File: src/hw/rtl/brbuf_pkg.sv
`timescale 1ns / 1ps
// Shared types, constants and pointer helpers for the byte ring buffer.
// Used by brbuf_store and byte_ring_buffer_sample_drain_core; no dependencies.
package brbuf_pkg;

	// Capacity in bytes (4..128)
	localparam int BUFFER_BYTES = 128;

	// Pointers count modulo twice the capacity
	localparam int PTR_W  = $clog2(2 * BUFFER_BYTES);
	localparam int SLOT_W = $clog2(BUFFER_BYTES);
	// Sample count of one drain: at most BUFFER_BYTES / 2
	localparam int REM_W  = PTR_W - 1;

	localparam logic [PTR_W-1:0] PTR_LAST = PTR_W'(2 * BUFFER_BYTES - 1);
	localparam logic [PTR_W-1:0] PTR_CAP  = PTR_W'(BUFFER_BYTES);
	localparam logic [PTR_W:0]   PTR_MOD  = (PTR_W + 1)'(2 * BUFFER_BYTES);

	// Request kinds
	localparam logic [1:0] KIND_WRITE = 2'd0;
	localparam logic [1:0] KIND_DRAIN = 2'd1;
	localparam logic [1:0] KIND_RESET = 2'd2;

	typedef struct packed {
		logic [1:0] kind;
		logic [7:0] data_byte;
		logic       first_of_call;
	} cmd_t;

	typedef struct packed {
		logic               accepted;
		logic signed [15:0] sample;
		logic               sample_valid;
		logic               last;
		logic [7:0]         fill_bytes;
		logic               overflow;
	} rsp_t;

	// Pointer step with wrap at twice the capacity
	function automatic logic [PTR_W-1:0] ptr_inc(input logic [PTR_W-1:0] p);
		if (p == PTR_LAST) begin
			return '0;
		end
		return p + PTR_W'(1);
	endfunction

	// Buffer slot of a pointer; the pointer is below twice the capacity
	function automatic logic [SLOT_W-1:0] slot_of(input logic [PTR_W-1:0] p);
		logic [PTR_W-1:0] d;
		d = p - PTR_CAP;
		if (p >= PTR_CAP) begin
			return d[SLOT_W-1:0];
		end
		return p[SLOT_W-1:0];
	endfunction

	// Bytes held: write minus read pointer, modulo twice the capacity
	function automatic logic [PTR_W-1:0] fill_of(input logic [PTR_W-1:0] wp,
			input logic [PTR_W-1:0] rp);
		logic [PTR_W:0] d;
		d = {1'b0, wp} - {1'b0, rp};
		if (d[PTR_W]) begin
			d = d + PTR_MOD;
		end
		return d[PTR_W-1:0];
	endfunction

endpackage

File: src/hw/rtl/brbuf_store.sv
`timescale 1ns / 1ps
// Byte store of the ring buffer: one write port, two registered read ports.
// Depends on brbuf_pkg for the depth and slot width.
module brbuf_store (
	input  logic                        clk,
	input  logic                        wr_en,
	input  logic [brbuf_pkg::SLOT_W-1:0] wr_addr,
	input  logic [7:0]                  wr_data,
	input  logic                        rd_en,
	input  logic [brbuf_pkg::SLOT_W-1:0] rd_addr_lo,
	input  logic [brbuf_pkg::SLOT_W-1:0] rd_addr_hi,
	output logic [7:0]                  rd_data_lo,
	output logic [7:0]                  rd_data_hi
);

	logic [7:0] mem [brbuf_pkg::BUFFER_BYTES];

	// Write port
	always_ff @(posedge clk) begin
		if (wr_en) begin
			mem[wr_addr] <= wr_data;
		end
	end

	// Read ports, data held until the next read
	always_ff @(posedge clk) begin
		if (rd_en) begin
			rd_data_lo <= mem[rd_addr_lo];
			rd_data_hi <= mem[rd_addr_hi];
		end
	end

endmodule

File: src/hw/rtl/byte_ring_buffer_sample_drain_core.sv
`timescale 1ns / 1ps
// Byte ring buffer with 16-bit sample drain: top level.
// Depends on brbuf_pkg and brbuf_store.

// A write, pointer reset or unused request gives one response; a new request
// is taken in the next cycle as long as the response register is free or being
// emptied. A drain of N complete samples (N up to BUFFER_BYTES/2) gives N
// responses, one per cycle while the response is not stalled, low byte first,
// the last marked; each sample is read from the byte store, whose two read
// ports hand over both bytes in the cycle after the read is issued, and the
// next request is taken once the final sample has reached the response
// register. A drain with fewer than two bytes held answers at once with one
// empty response. The overflow flag is sticky and is cleared only by the
// asynchronous reset; a pointer reset request empties the buffer without
// touching it.
module byte_ring_buffer_sample_drain_core (
	input  logic             clk,
	input  logic             arst_n,
	input  logic             cmd_valid,
	output logic             cmd_stall,
	input  brbuf_pkg::cmd_t  cmd,
	output logic             rsp_valid,
	input  logic             rsp_stall,
	output brbuf_pkg::rsp_t  rsp
);

	typedef enum logic {
		ST_IDLE,
		ST_DRAIN
	} state_t;

	state_t                       state_q;
	logic [brbuf_pkg::PTR_W-1:0]  wp_q;
	logic [brbuf_pkg::PTR_W-1:0]  rp_q;
	logic                         ovf_q;
	logic [brbuf_pkg::REM_W-1:0]  rem_q;
	brbuf_pkg::rsp_t              rsp_q;
	logic                         rsp_valid_q;

	// Read stage: bytes arrive from the store in the cycle after issue
	logic                         rd_vld_s1;
	logic                         last_s1;
	logic [brbuf_pkg::PTR_W-1:0]  fill_s1;
	logic [7:0]                   lo_byte;
	logic [7:0]                   hi_byte;

	logic                         cmd_take;
	logic                         out_free;
	logic                         s1_move;
	logic                         issue;
	logic [brbuf_pkg::PTR_W-1:0]  fill_cur;
	logic [brbuf_pkg::PTR_W-1:0]  rp_plus1;
	logic [brbuf_pkg::PTR_W-1:0]  rp_plus2;
	logic [brbuf_pkg::REM_W-1:0]  samples;
	logic                         room;
	logic                         wr_en;
	logic                         drain_run;
	logic                         ovf_next;
	brbuf_pkg::rsp_t              imm_rsp;

	// Handshake and flow control
	assign out_free  = !rsp_valid_q || !rsp_stall;
	assign cmd_stall = (state_q != ST_IDLE) || rd_vld_s1 || (rsp_valid_q && rsp_stall);
	assign cmd_take  = cmd_valid && !cmd_stall;
	assign s1_move   = rd_vld_s1 && out_free;
	assign issue     = (state_q == ST_DRAIN) && (!rd_vld_s1 || s1_move);

	// Fill level and pointer arithmetic
	assign fill_cur  = brbuf_pkg::fill_of(wp_q, rp_q);
	assign room      = fill_cur < brbuf_pkg::PTR_CAP;
	assign samples   = fill_cur[brbuf_pkg::PTR_W-1:1];
	assign rp_plus1  = brbuf_pkg::ptr_inc(rp_q);
	assign rp_plus2  = brbuf_pkg::ptr_inc(rp_plus1);
	assign wr_en     = cmd_take && (cmd.kind == brbuf_pkg::KIND_WRITE) && room;
	assign drain_run = (cmd.kind == brbuf_pkg::KIND_DRAIN) && (samples != '0);
	assign ovf_next  = ovf_q || ((cmd.kind == brbuf_pkg::KIND_WRITE) && !room
		&& cmd.first_of_call);

	brbuf_store u_store (
		.clk        (clk),
		.wr_en      (wr_en),
		.wr_addr    (brbuf_pkg::slot_of(wp_q)),
		.wr_data    (cmd.data_byte),
		.rd_en      (issue),
		.rd_addr_lo (brbuf_pkg::slot_of(rp_q)),
		.rd_addr_hi (brbuf_pkg::slot_of(rp_plus1)),
		.rd_data_lo (lo_byte),
		.rd_data_hi (hi_byte)
	);

	// Single-response items: write, empty drain, pointer reset, unused kind
	always_comb begin
		imm_rsp              = '0;
		imm_rsp.last         = 1'b1;
		imm_rsp.overflow     = ovf_next;
		imm_rsp.fill_bytes   = 8'(fill_cur);
		case (cmd.kind)
			brbuf_pkg::KIND_WRITE: begin
				imm_rsp.accepted   = room;
				imm_rsp.fill_bytes = 8'(fill_cur + brbuf_pkg::PTR_W'(room));
			end
			brbuf_pkg::KIND_RESET: begin
				imm_rsp.fill_bytes = '0;
			end
			default: begin
			end
		endcase
	end

	// State, pointers, read stage and response register
	always_ff @(posedge clk or negedge arst_n) begin
		if (!arst_n) begin
			state_q     <= ST_IDLE;
			wp_q        <= '0;
			rp_q        <= '0;
			ovf_q       <= 1'b0;
			rem_q       <= '0;
			rd_vld_s1   <= 1'b0;
			last_s1     <= 1'b0;
			fill_s1     <= '0;
			rsp_valid_q <= 1'b0;
			rsp_q       <= '0;
		end else begin
			if (cmd_take) begin
				ovf_q <= ovf_next;
				case (cmd.kind)
					brbuf_pkg::KIND_WRITE: begin
						if (room) begin
							wp_q <= brbuf_pkg::ptr_inc(wp_q);
						end
					end
					brbuf_pkg::KIND_DRAIN: begin
						if (samples != '0) begin
							state_q <= ST_DRAIN;
							rem_q   <= samples;
						end
					end
					brbuf_pkg::KIND_RESET: begin
						wp_q <= '0;
						rp_q <= '0;
					end
					default: begin
					end
				endcase
				if (!drain_run) begin
					rsp_q <= imm_rsp;
				end
			end

			// Issue the read of one sample
			if (issue) begin
				rp_q      <= rp_plus2;
				rem_q     <= rem_q - brbuf_pkg::REM_W'(1);
				last_s1   <= (rem_q == brbuf_pkg::REM_W'(1));
				fill_s1   <= brbuf_pkg::fill_of(wp_q, rp_plus2);
				rd_vld_s1 <= 1'b1;
				if (rem_q == brbuf_pkg::REM_W'(1)) begin
					state_q <= ST_IDLE;
				end
			end else if (s1_move) begin
				rd_vld_s1 <= 1'b0;
			end

			// Sample into the response register
			if (s1_move) begin
				rsp_q.accepted     <= 1'b0;
				rsp_q.sample       <= $signed({hi_byte, lo_byte});
				rsp_q.sample_valid <= 1'b1;
				rsp_q.last         <= last_s1;
				rsp_q.fill_bytes   <= 8'(fill_s1);
				rsp_q.overflow     <= ovf_q;
			end

			// Response valid: set by a new response, cleared once taken
			if ((cmd_take && !drain_run) || s1_move) begin
				rsp_valid_q <= 1'b1;
			end else if (out_free) begin
				rsp_valid_q <= 1'b0;
			end
		end
	end

	assign rsp_valid = rsp_valid_q;
	assign rsp       = rsp_q;

endmodule
File: config.mk
export PLATFORM = sky130hd
export DESIGN_NAME = byte_ring_buffer_sample_drain_core
export DESIGN_NICKNAME = d
export VERILOG_FILES = /design/src/hw/rtl/brbuf_pkg.sv /design/src/hw/rtl/brbuf_store.sv /design/src/hw/rtl/byte_ring_buffer_sample_drain_core.sv
export SDC_FILE = /design/constraint.sdc
export NUM_CORES = 2
export LEC_CHECK = 0
export BUFFER_PORTS_ARGS = -buffer_cell sky130_fd_sc_hd__buf_2
export CORE_MARGIN = 2
export CORE_UTILIZATION = 63
export CTS_CLUSTER_SIZE = 20
export DETAILED_ROUTE_END_ITERATION = 8
export PLACE_DENSITY = 0.84
export SLEW_MARGIN = 20
export SYNTH_ARGS = -nofsm -noshare
export SYNTH_HDL_FRONTEND = slang
export SYNTH_SLANG_ARGS = --single-unit
File: constraint.sdc
create_clock -name clk -period 5.9 [get_ports clk]
set_input_delay 1.18 -clock clk [delete_from_list [all_inputs] [get_ports clk]]
set_output_delay 1.18 -clock clk [all_outputs]
set_load 0.005 [all_outputs]
======== Word level (Yosys, flattened, before mapping) ========
Memory sizes are Yosys's and may differ from the RTL's. A register that Yosys moved wholly into a read port is not among the register bits.
Index checks and enable logic that the tools add are counted.
storage, ports and cells
  output and inout bits ................... 30
  bits in latches ......................... 0
  flip-flop bits (word level) ............. 64
  bits in writable memories ............... 1024
  logic and storage cells ................. 124
  memory bits (read-only) ................. 0
  memories ................................ 1
  bits of input ports ..................... 15
operators by class
  multiplexer cells ....................... 48
  equal/unequal tests ..................... 8
  multipliers ............................. 0
  $add $sub $neg .......................... 12
  shift-type cells ........................ 0
  order comparisons ....................... 4
  div/mod/pow operators ................... 0
  bitwise gates (word level) .............. 0
  reductions and logical operators ........ 36
memory list
  name         depth  bits a word  read ports  clocked after memory_dff  write ports  line               source
  u_store.mem  128    8            2           2                         1            brbuf_store.sv:16  logic [7:0] mem [brbuf_pkg::BUFFER_BYTES];
operator list
  operator                                           number
  two-way mux 8 bit                                  12
  two-way mux 28 bit                                 3
  two-way mux 7 bit                                  10
  adder 8 x 1 -> 8 bit (second input constant)       5
  case mux 8 bit (2 select lines)                    2
  subtractor 7 x 1 -> 7 bit (second input constant)  4
  == test 8 bit (second input constant)              3
  >= comparator 8 bit (second input constant)        3
  two-way mux 1 bit                                  21
  subtractor 8 x 8 -> 9 bit                          2
  nonzero test 2 bit                                 8
  logical AND 1 bit                                  10
  adder 8 x 1 -> 8 bit                               1
  < comparator 8 bit (second input constant)         1
  == test 7 x 1 -> 1 bit (second input constant)     1
  nonzero test 7 bit                                 1
  zero test 1 bit                                    6
  logical OR 1 bit                                   6
  AND reduction 3 bit                                2
  != test 2 bit (second input constant)              2
  AND reduction 2 bit                                2
  == test 2 x 1 -> 1 bit (second input constant)     1
  == test 2 bit (second input constant)              1
  zero test 2 bit                                    1

======== Depth between registers and ports, before layout ========
  depth after elaboration ................. 11
  mapped depth ............................ 19
  gate-level depth less buffers ........... 16

======== By module ========
Synthesis repeated with hierarchy kept, for this count alone.
unflattened totals
  cell total of the unflattened synthesis .. 2527
  area total of the unflattened synthesis .. 51984.9 um^2
by module, submodules not included
  module                              area an instance (um^2)  instances  seq. area each (um^2)  cells an instance
  brbuf_store                         48008.5                  1          31230.0                2063
  byte_ring_buffer_sample_drain_core  3976.3                   1          1601.5                 464

======== Least setup slack after synthesis ========
Ideal clock, no wire load.
  path kind ............................... register to register
  start ................................... reg rp_q[5] (netlist bit)
  end ..................................... mem u_store.mem[107][0] (enable)
  required time ........................... 5530 ps
  arrival time ............................ 3921 ps
  path buffers ............................ 4
  period minus slack after synthesis ...... 4292 ps
  cell stages (with the launch flop) ...... 15
  slack ................................... 1608 ps
  setup time .............................. 370 ps
  cell sequence ........................... dfrtp_1 > buf_4 > clkinv_1 > buf_1 > clkbuf_1 > ha_1 > o21ai_0 > nand2b_1 > a21oi_1 > a21oi_1 > xor2_1 > nor4_1 > nand3_1 > clkbuf_1 > nor2_1
on the way
  longest elaborated chain between the ends .. 7
ends and longest elaborated chain
  item                                         line                                       source
  start: declaration                           byte_ring_buffer_sample_drain_core.sv:34   logic [brbuf_pkg::PTR_W-1:0] rp_q;
  start signal: assignment                     byte_ring_buffer_sample_drain_core.sv:152  rp_q <= rp_plus2;
  subtractor 8 x 8 -> 9 bit (*)                brbuf_pkg.sv:61                            d = {1'b0, wp} - {1'b0, rp};
  adder 8 x 1 -> 8 bit                         brbuf_pkg.sv:63                            d = d + PTR_MOD;
  two-way mux 8 bit (*)                        brbuf_pkg.sv:62                            if (d[PTR_W]) begin
  < comparator 8 bit (*)                       byte_ring_buffer_sample_drain_core.sv:70   assign room = fill_cur < brbuf_pkg::PTR_CAP;
  logical AND 1 bit (*)                        byte_ring_buffer_sample_drain_core.sv:74   assign wr_en = cmd_take && (cmd.kind == brbuf_pkg::KIND_WRITE) && room;
  two-way mux 1 bit (*)                        brbuf_store.sv:20                          if (wr_en) begin
  two-way mux 1 bit (implied by the code) (*)  brbuf_store.sv:21                          mem[wr_addr] <= wr_data;
  end: declaration                             brbuf_store.sv:16
Mark *: on every way between the ends. The rest lies on a longest branch, timed or not.

======== Final worst setup path ========
  start ................................... reg rp_q[1] (netlist bit)
  end ..................................... reg u_store.rd_data_hi[1] (read register of u_store.mem), data pin
on the way
  longest elaborated chain between the ends .. 6
  elaborated cells on any way between the ends .. 9
  classes of those cells .................. 2 x add/sub; 1 x order compare; 1 x eq/ne; 5 x mux
ends and longest elaborated chain
  item                                                              line                              source
  branches (longest 2 deep; another with adder 8 x 1 -> 8 bit)      n/a
  two-way mux 8 bit (*)                                             brbuf_pkg.sv:44                   return p + PTR_W'(1);
  subtractor 7 x 1 -> 7 bit or >= comparator 8 bit (tied branches)  brbuf_pkg.sv:50, brbuf_pkg.sv:51
  two-way mux 7 bit or two-way mux 1 bit (tied branches)            brbuf_pkg.sv:51                   if (p >= PTR_CAP) begin
  two-way mux 7 bit (*)                                             brbuf_pkg.sv:54                   return p[SLOT_W-1:0];
  end: declaration                                                  brbuf_store.sv:13                 output logic [7:0] rd_data_hi
Mark *: on every way between the ends. The select of a mux whose other input is x is not followed.
A chain may end at the register's enable or synchronous reset.

==> impl_metrics.yaml <==
run_status:
  outcome: "complete, no violations"
power_and_ir_drop:
  swShare_pct: 36.72
  power_frac_comb_pct: 38.6
  cellPowerDensity_nw_per_um2: 456.8
  switching_power_uw: 9692
  vdd.ir_drop.worst_v: 0.0002862
  power_frac_clock_pct: 26.6
  seqPwrFrac_pct: 34.8
  total_leakage_power_uw: 0.01879
  p_int_uw: 16700
synth:
  yosys-top-cells-area: "sky130_fd_sc_hd__edfxtp_1 (59%), sky130_fd_sc_hd__mux4_2 (22%), sky130_fd_sc_hd__dfrtp_1 (3.1%), sky130_fd_sc_hd__nand2_1 (1.8%), sky130_fd_sc_hd__nor2_1 (1.6%)"
  synth_enable_flop_cells: 1040
  seq_area_frac_synth_pct: 62.53
  synth_area_um2: 52510
  synth_area_leader_cell: "sky130_fd_sc_hd__edfxtp_1"
  mappedNetlistNets: 3059
  yosys_register_bits: 1104
  synthesis.yosys.warnings: 0
  syn_avg_cell_area_um2: 17.38
  synth.lib_cells_used.distinct: 82
  yosys_most_used_dff: "sky130_fd_sc_hd__edfxtp_1"
  synthArstFlopShare_pct: 5.797
  post_synth_inst_count: 3021
  synth_top_area_share_pct: 59.48
layout:
  final_core_utilization_pct: 70.26
  combined_area_of_the_multi_input_logic_cells_um2: 18530
  fillers: 4901
  finalNetCount: 3139
  drive_gt1_share_pct: 28.38
  layout.cells.most_common_list: "sky130_fd_sc_hd__edfxtp_1 (1040), sky130_fd_sc_hd__mux4_2 (514), sky130_fd_sc_hd__nand2_1 (250)"
  mostFrequentLayoutCell: "sky130_fd_sc_hd__edfxtp_1"
  final_cell_count_no_fill: 4270
  area_growth_syn_to_layout_pct: 10.05
  layout.area.seq_um2: 32840
sta:
  final-hold-violation-count: 0
  timing.final.crit_period_ns: 5.194
  timing_max_transition_violations_final: 0
  worst_clk_skew_ns: 0.03349
  max_clock_freq_mhz: 192.5
  measured_slew_at_the_worst_slew_check_pin_ns: 1.286
  grt_setup_unrepaired: "false"
  maxSlewHeadroom_pct: 14.27
  timing.final.crit_share_pct: 88.04
  setup-tns-final_ns: 0
  setup_violating_endpoint_count_in_the_final_report: 0
floorplanning:
  design.portCount: 45
  number_of_placement_rows: 105
  initial_core_util_pct: 63.84
  dieHeight_um: 292.7
  dieArea_um2: 85670
  die_x_um: 292.7
  floorplan.core_area_um2: 82240
setup_path:
  setup.worst_path.end_class: "flip-flop"
  timing_worst_setup_path_type: "reg -> reg"
  timing.critical_path.fanout_max: 89
  worst_ep_arrival_time_ns: 5.63
  cp_cell_sequence: "ha_1 > and3_1 > a21oi_4 > buf_12 > mux2i_1 > a32oi_1 > o22ai_1 > a2111oi_0 > buf_4 > o31ai_1 > o22ai_1"
  worst-path-buf-inv: 2
  crit_top_cell: "sky130_fd_sc_hd__o22ai_1"
  cp_data_required_time_ns: 6.34
  crit_path_top_delay_cell: "sky130_fd_sc_hd__a2111oi_0"
  ff2ff_setup_slack_ns: 0.71
  cpPeakStageDelay_ns: 0.89
  critical_path.top_delay_family: "compound AO/OA/AOI/OAI gates"
  startpoint_type: "flip-flop"
hold_path:
  holdCritPathClass: "reg -> reg"
global_route:
  number_of_antenna_violations_at_the_first_check_in_global_routing: 10
  globalRouteMet1Util_pct: 51.41
  global_route.usage.total_pct: 39.00
  grt_remaining_overflow: 0
  largest_net_degree_at_the_start_of_global_routing: 162
  met3_usage_pct: 12.89
  grt-busiest-layer: "met2"
  met2_track_usage_gr_pct: 58.09
  grt_first_pass_wirelength_um: 237500
  grt_pass1_vias: 33699
placed_design:
  dpl.hpwl_um: 105500
  port-buffer-count: 44
  number_of_placed_instances_taps_included: 4058
  routabilityCongestion: 1.037
clocking:
  clk_root_buffer_cell: "sky130_fd_sc_hd__clkbuf_16"
  cts-root-to-sink-buffers: 3
  cts.clk_slew.worst_paths_ns: 0.07
  numClockSinks: 1104
  worstSkewPairLatency_ns: 0.71
  tritoncts_clock_tree: "yes"
  cts_buffers: 111
  cts_setup_buffers: 0
  postCtsHoldBufs: 0
  cts_repair_resize_count: 0
  ctsHtreeMaxLevel: 3
job:
  maxCapViolCount: 0
route:
  detailedRoute.firstIterationViolations: 6337
  viasPerCell: 7.974
  num_vias: 34051
  drt_pass1_iterations: 9
  wl_per_cell_um: 38.49
  antenna_violating_nets_post_route: 0
  detail_route.drc_violations: 0
  final_routed_wirelength_um: 164300
sequential cells by signal (all words and copies together) (netlist names), 7 cells and up:
register and flops:
u_store.mem 1024, rsp 28, fill_s1 8, rp_q 8, u_store.rd_data_hi 8, u_store.rd_data_lo 8
wp_q 8, rem_q 7
final timing paths:
kind / from / endpoint / depth (start not counted)
max: rp_q[1] / u_store.rd_data_hi[1] / 11
min in group asynchronous: arst_n / rsp[17] / 2
min: ovf_q / ovf_q / 1
min reg2reg: ovf_q / ovf_q / 1
max reg2reg: rp_q[1] / u_store.rd_data_hi[1] / 11
max in group asynchronous: arst_n / rp_q[0] / 2
area by class of cell:
class,instances,share of cell area [%]
clock inverters,75,1.189
flip-flops and latches,1104,56.84
multi-input cells,1676,32.06
clock buffers,133,5.004
diodes,4,0.01732
well taps,1070,2.317
repair buffers,179,2.371
inverters,29,0.2057
Yosys cell counts, types with 21 or more instances:
| library cell | number |
|---|---|
| sky130_fd_sc_hd__clkbuf_1 | 116 |
| sky130_fd_sc_hd__dfrtp_1 | 64 |
| sky130_fd_sc_hd__mux2i_1 | 71 |
| sky130_fd_sc_hd__ha_1 | 21 |
| sky130_fd_sc_hd__nand3_1 | 72 |
| sky130_fd_sc_hd__nor2_1 | 229 |
| sky130_fd_sc_hd__o22ai_1 | 29 |
| sky130_fd_sc_hd__edfxtp_1 | 1040 |
| sky130_fd_sc_hd__a221oi_1 | 24 |
| sky130_fd_sc_hd__nand2_1 | 250 |
| sky130_fd_sc_hd__a21oi_1 | 36 |
| sky130_fd_sc_hd__buf_2 | 42 |
| sky130_fd_sc_hd__o21ai_0 | 61 |
| sky130_fd_sc_hd__mux4_2 | 514 |
| sky130_fd_sc_hd__a31oi_1 | 24 |
| sky130_fd_sc_hd__nor3_1 | 30 |
| sky130_fd_sc_hd__a22oi_1 | 44 |
| sky130_fd_sc_hd__inv_1 | 23 |
| sky130_fd_sc_hd__xnor2_1 | 22 |
metrics by stage:
| step | total power (uW) | worst slack (ns) | area [um^2] | hold WS [ns] |
|---|---|---|---|---|
| global placement | 18840 | 0.9818 | 54180 | 0.4478 |
| global route | 26810 | 0.6097 | 57770 | 0.5067 |
| finish | 26390 | 0.7058 | 57780 | 0.4909 |
| floorplan | 15250 | 1.608 | 52510 | 0.4260 |
| CTS | 25910 | 0.9092 | 57760 | 0.4966 |
| detailed placement | 18990 | 0.9558 | 54180 | 0.4795 |
logic make-up (layout without fill, tap and decap cells):
| logic type | Yosys count | count (layout) | synth area share, % |
|---|---|---|---|
| adder cells (fa/ha/maj) | 23 | 23 | 0.5767 |
| multiplexers | 589 | 589 | 23.49 |
| XOR/XNOR | 32 | 32 | 0.5338 |
| flip-flops | 1104 | 1104 | 62.53 |
| other | 0 | 4 | 0 |
| buffers and inverters | 241 | 416 | 2.414 |
| AO/OA/AOI/OAI | 356 | 356 | 4.861 |
| AND/OR/NAND/NOR | 676 | 676 | 5.600 |
per-layer routing:
layer / vias to the layer above / part of all wire, %
met3: 773 / 15
met4: 14 / 7.1
met2: 3531 / 45
met1: 16960 / 33
li1: 12773 / -
met5: - / 0.085
power groups by stage:
stage	logic (uW)	registers [uW]	clock network [uW]
after global routing	10300	9190	7280
after floorplan	6120	9130	0
after detailed placement	9670	9320	0
after CTS	9750	9160	7000
final	10200	9180	7030
after global placement	9530	9310	0
(Power assumes the default switching activity.)
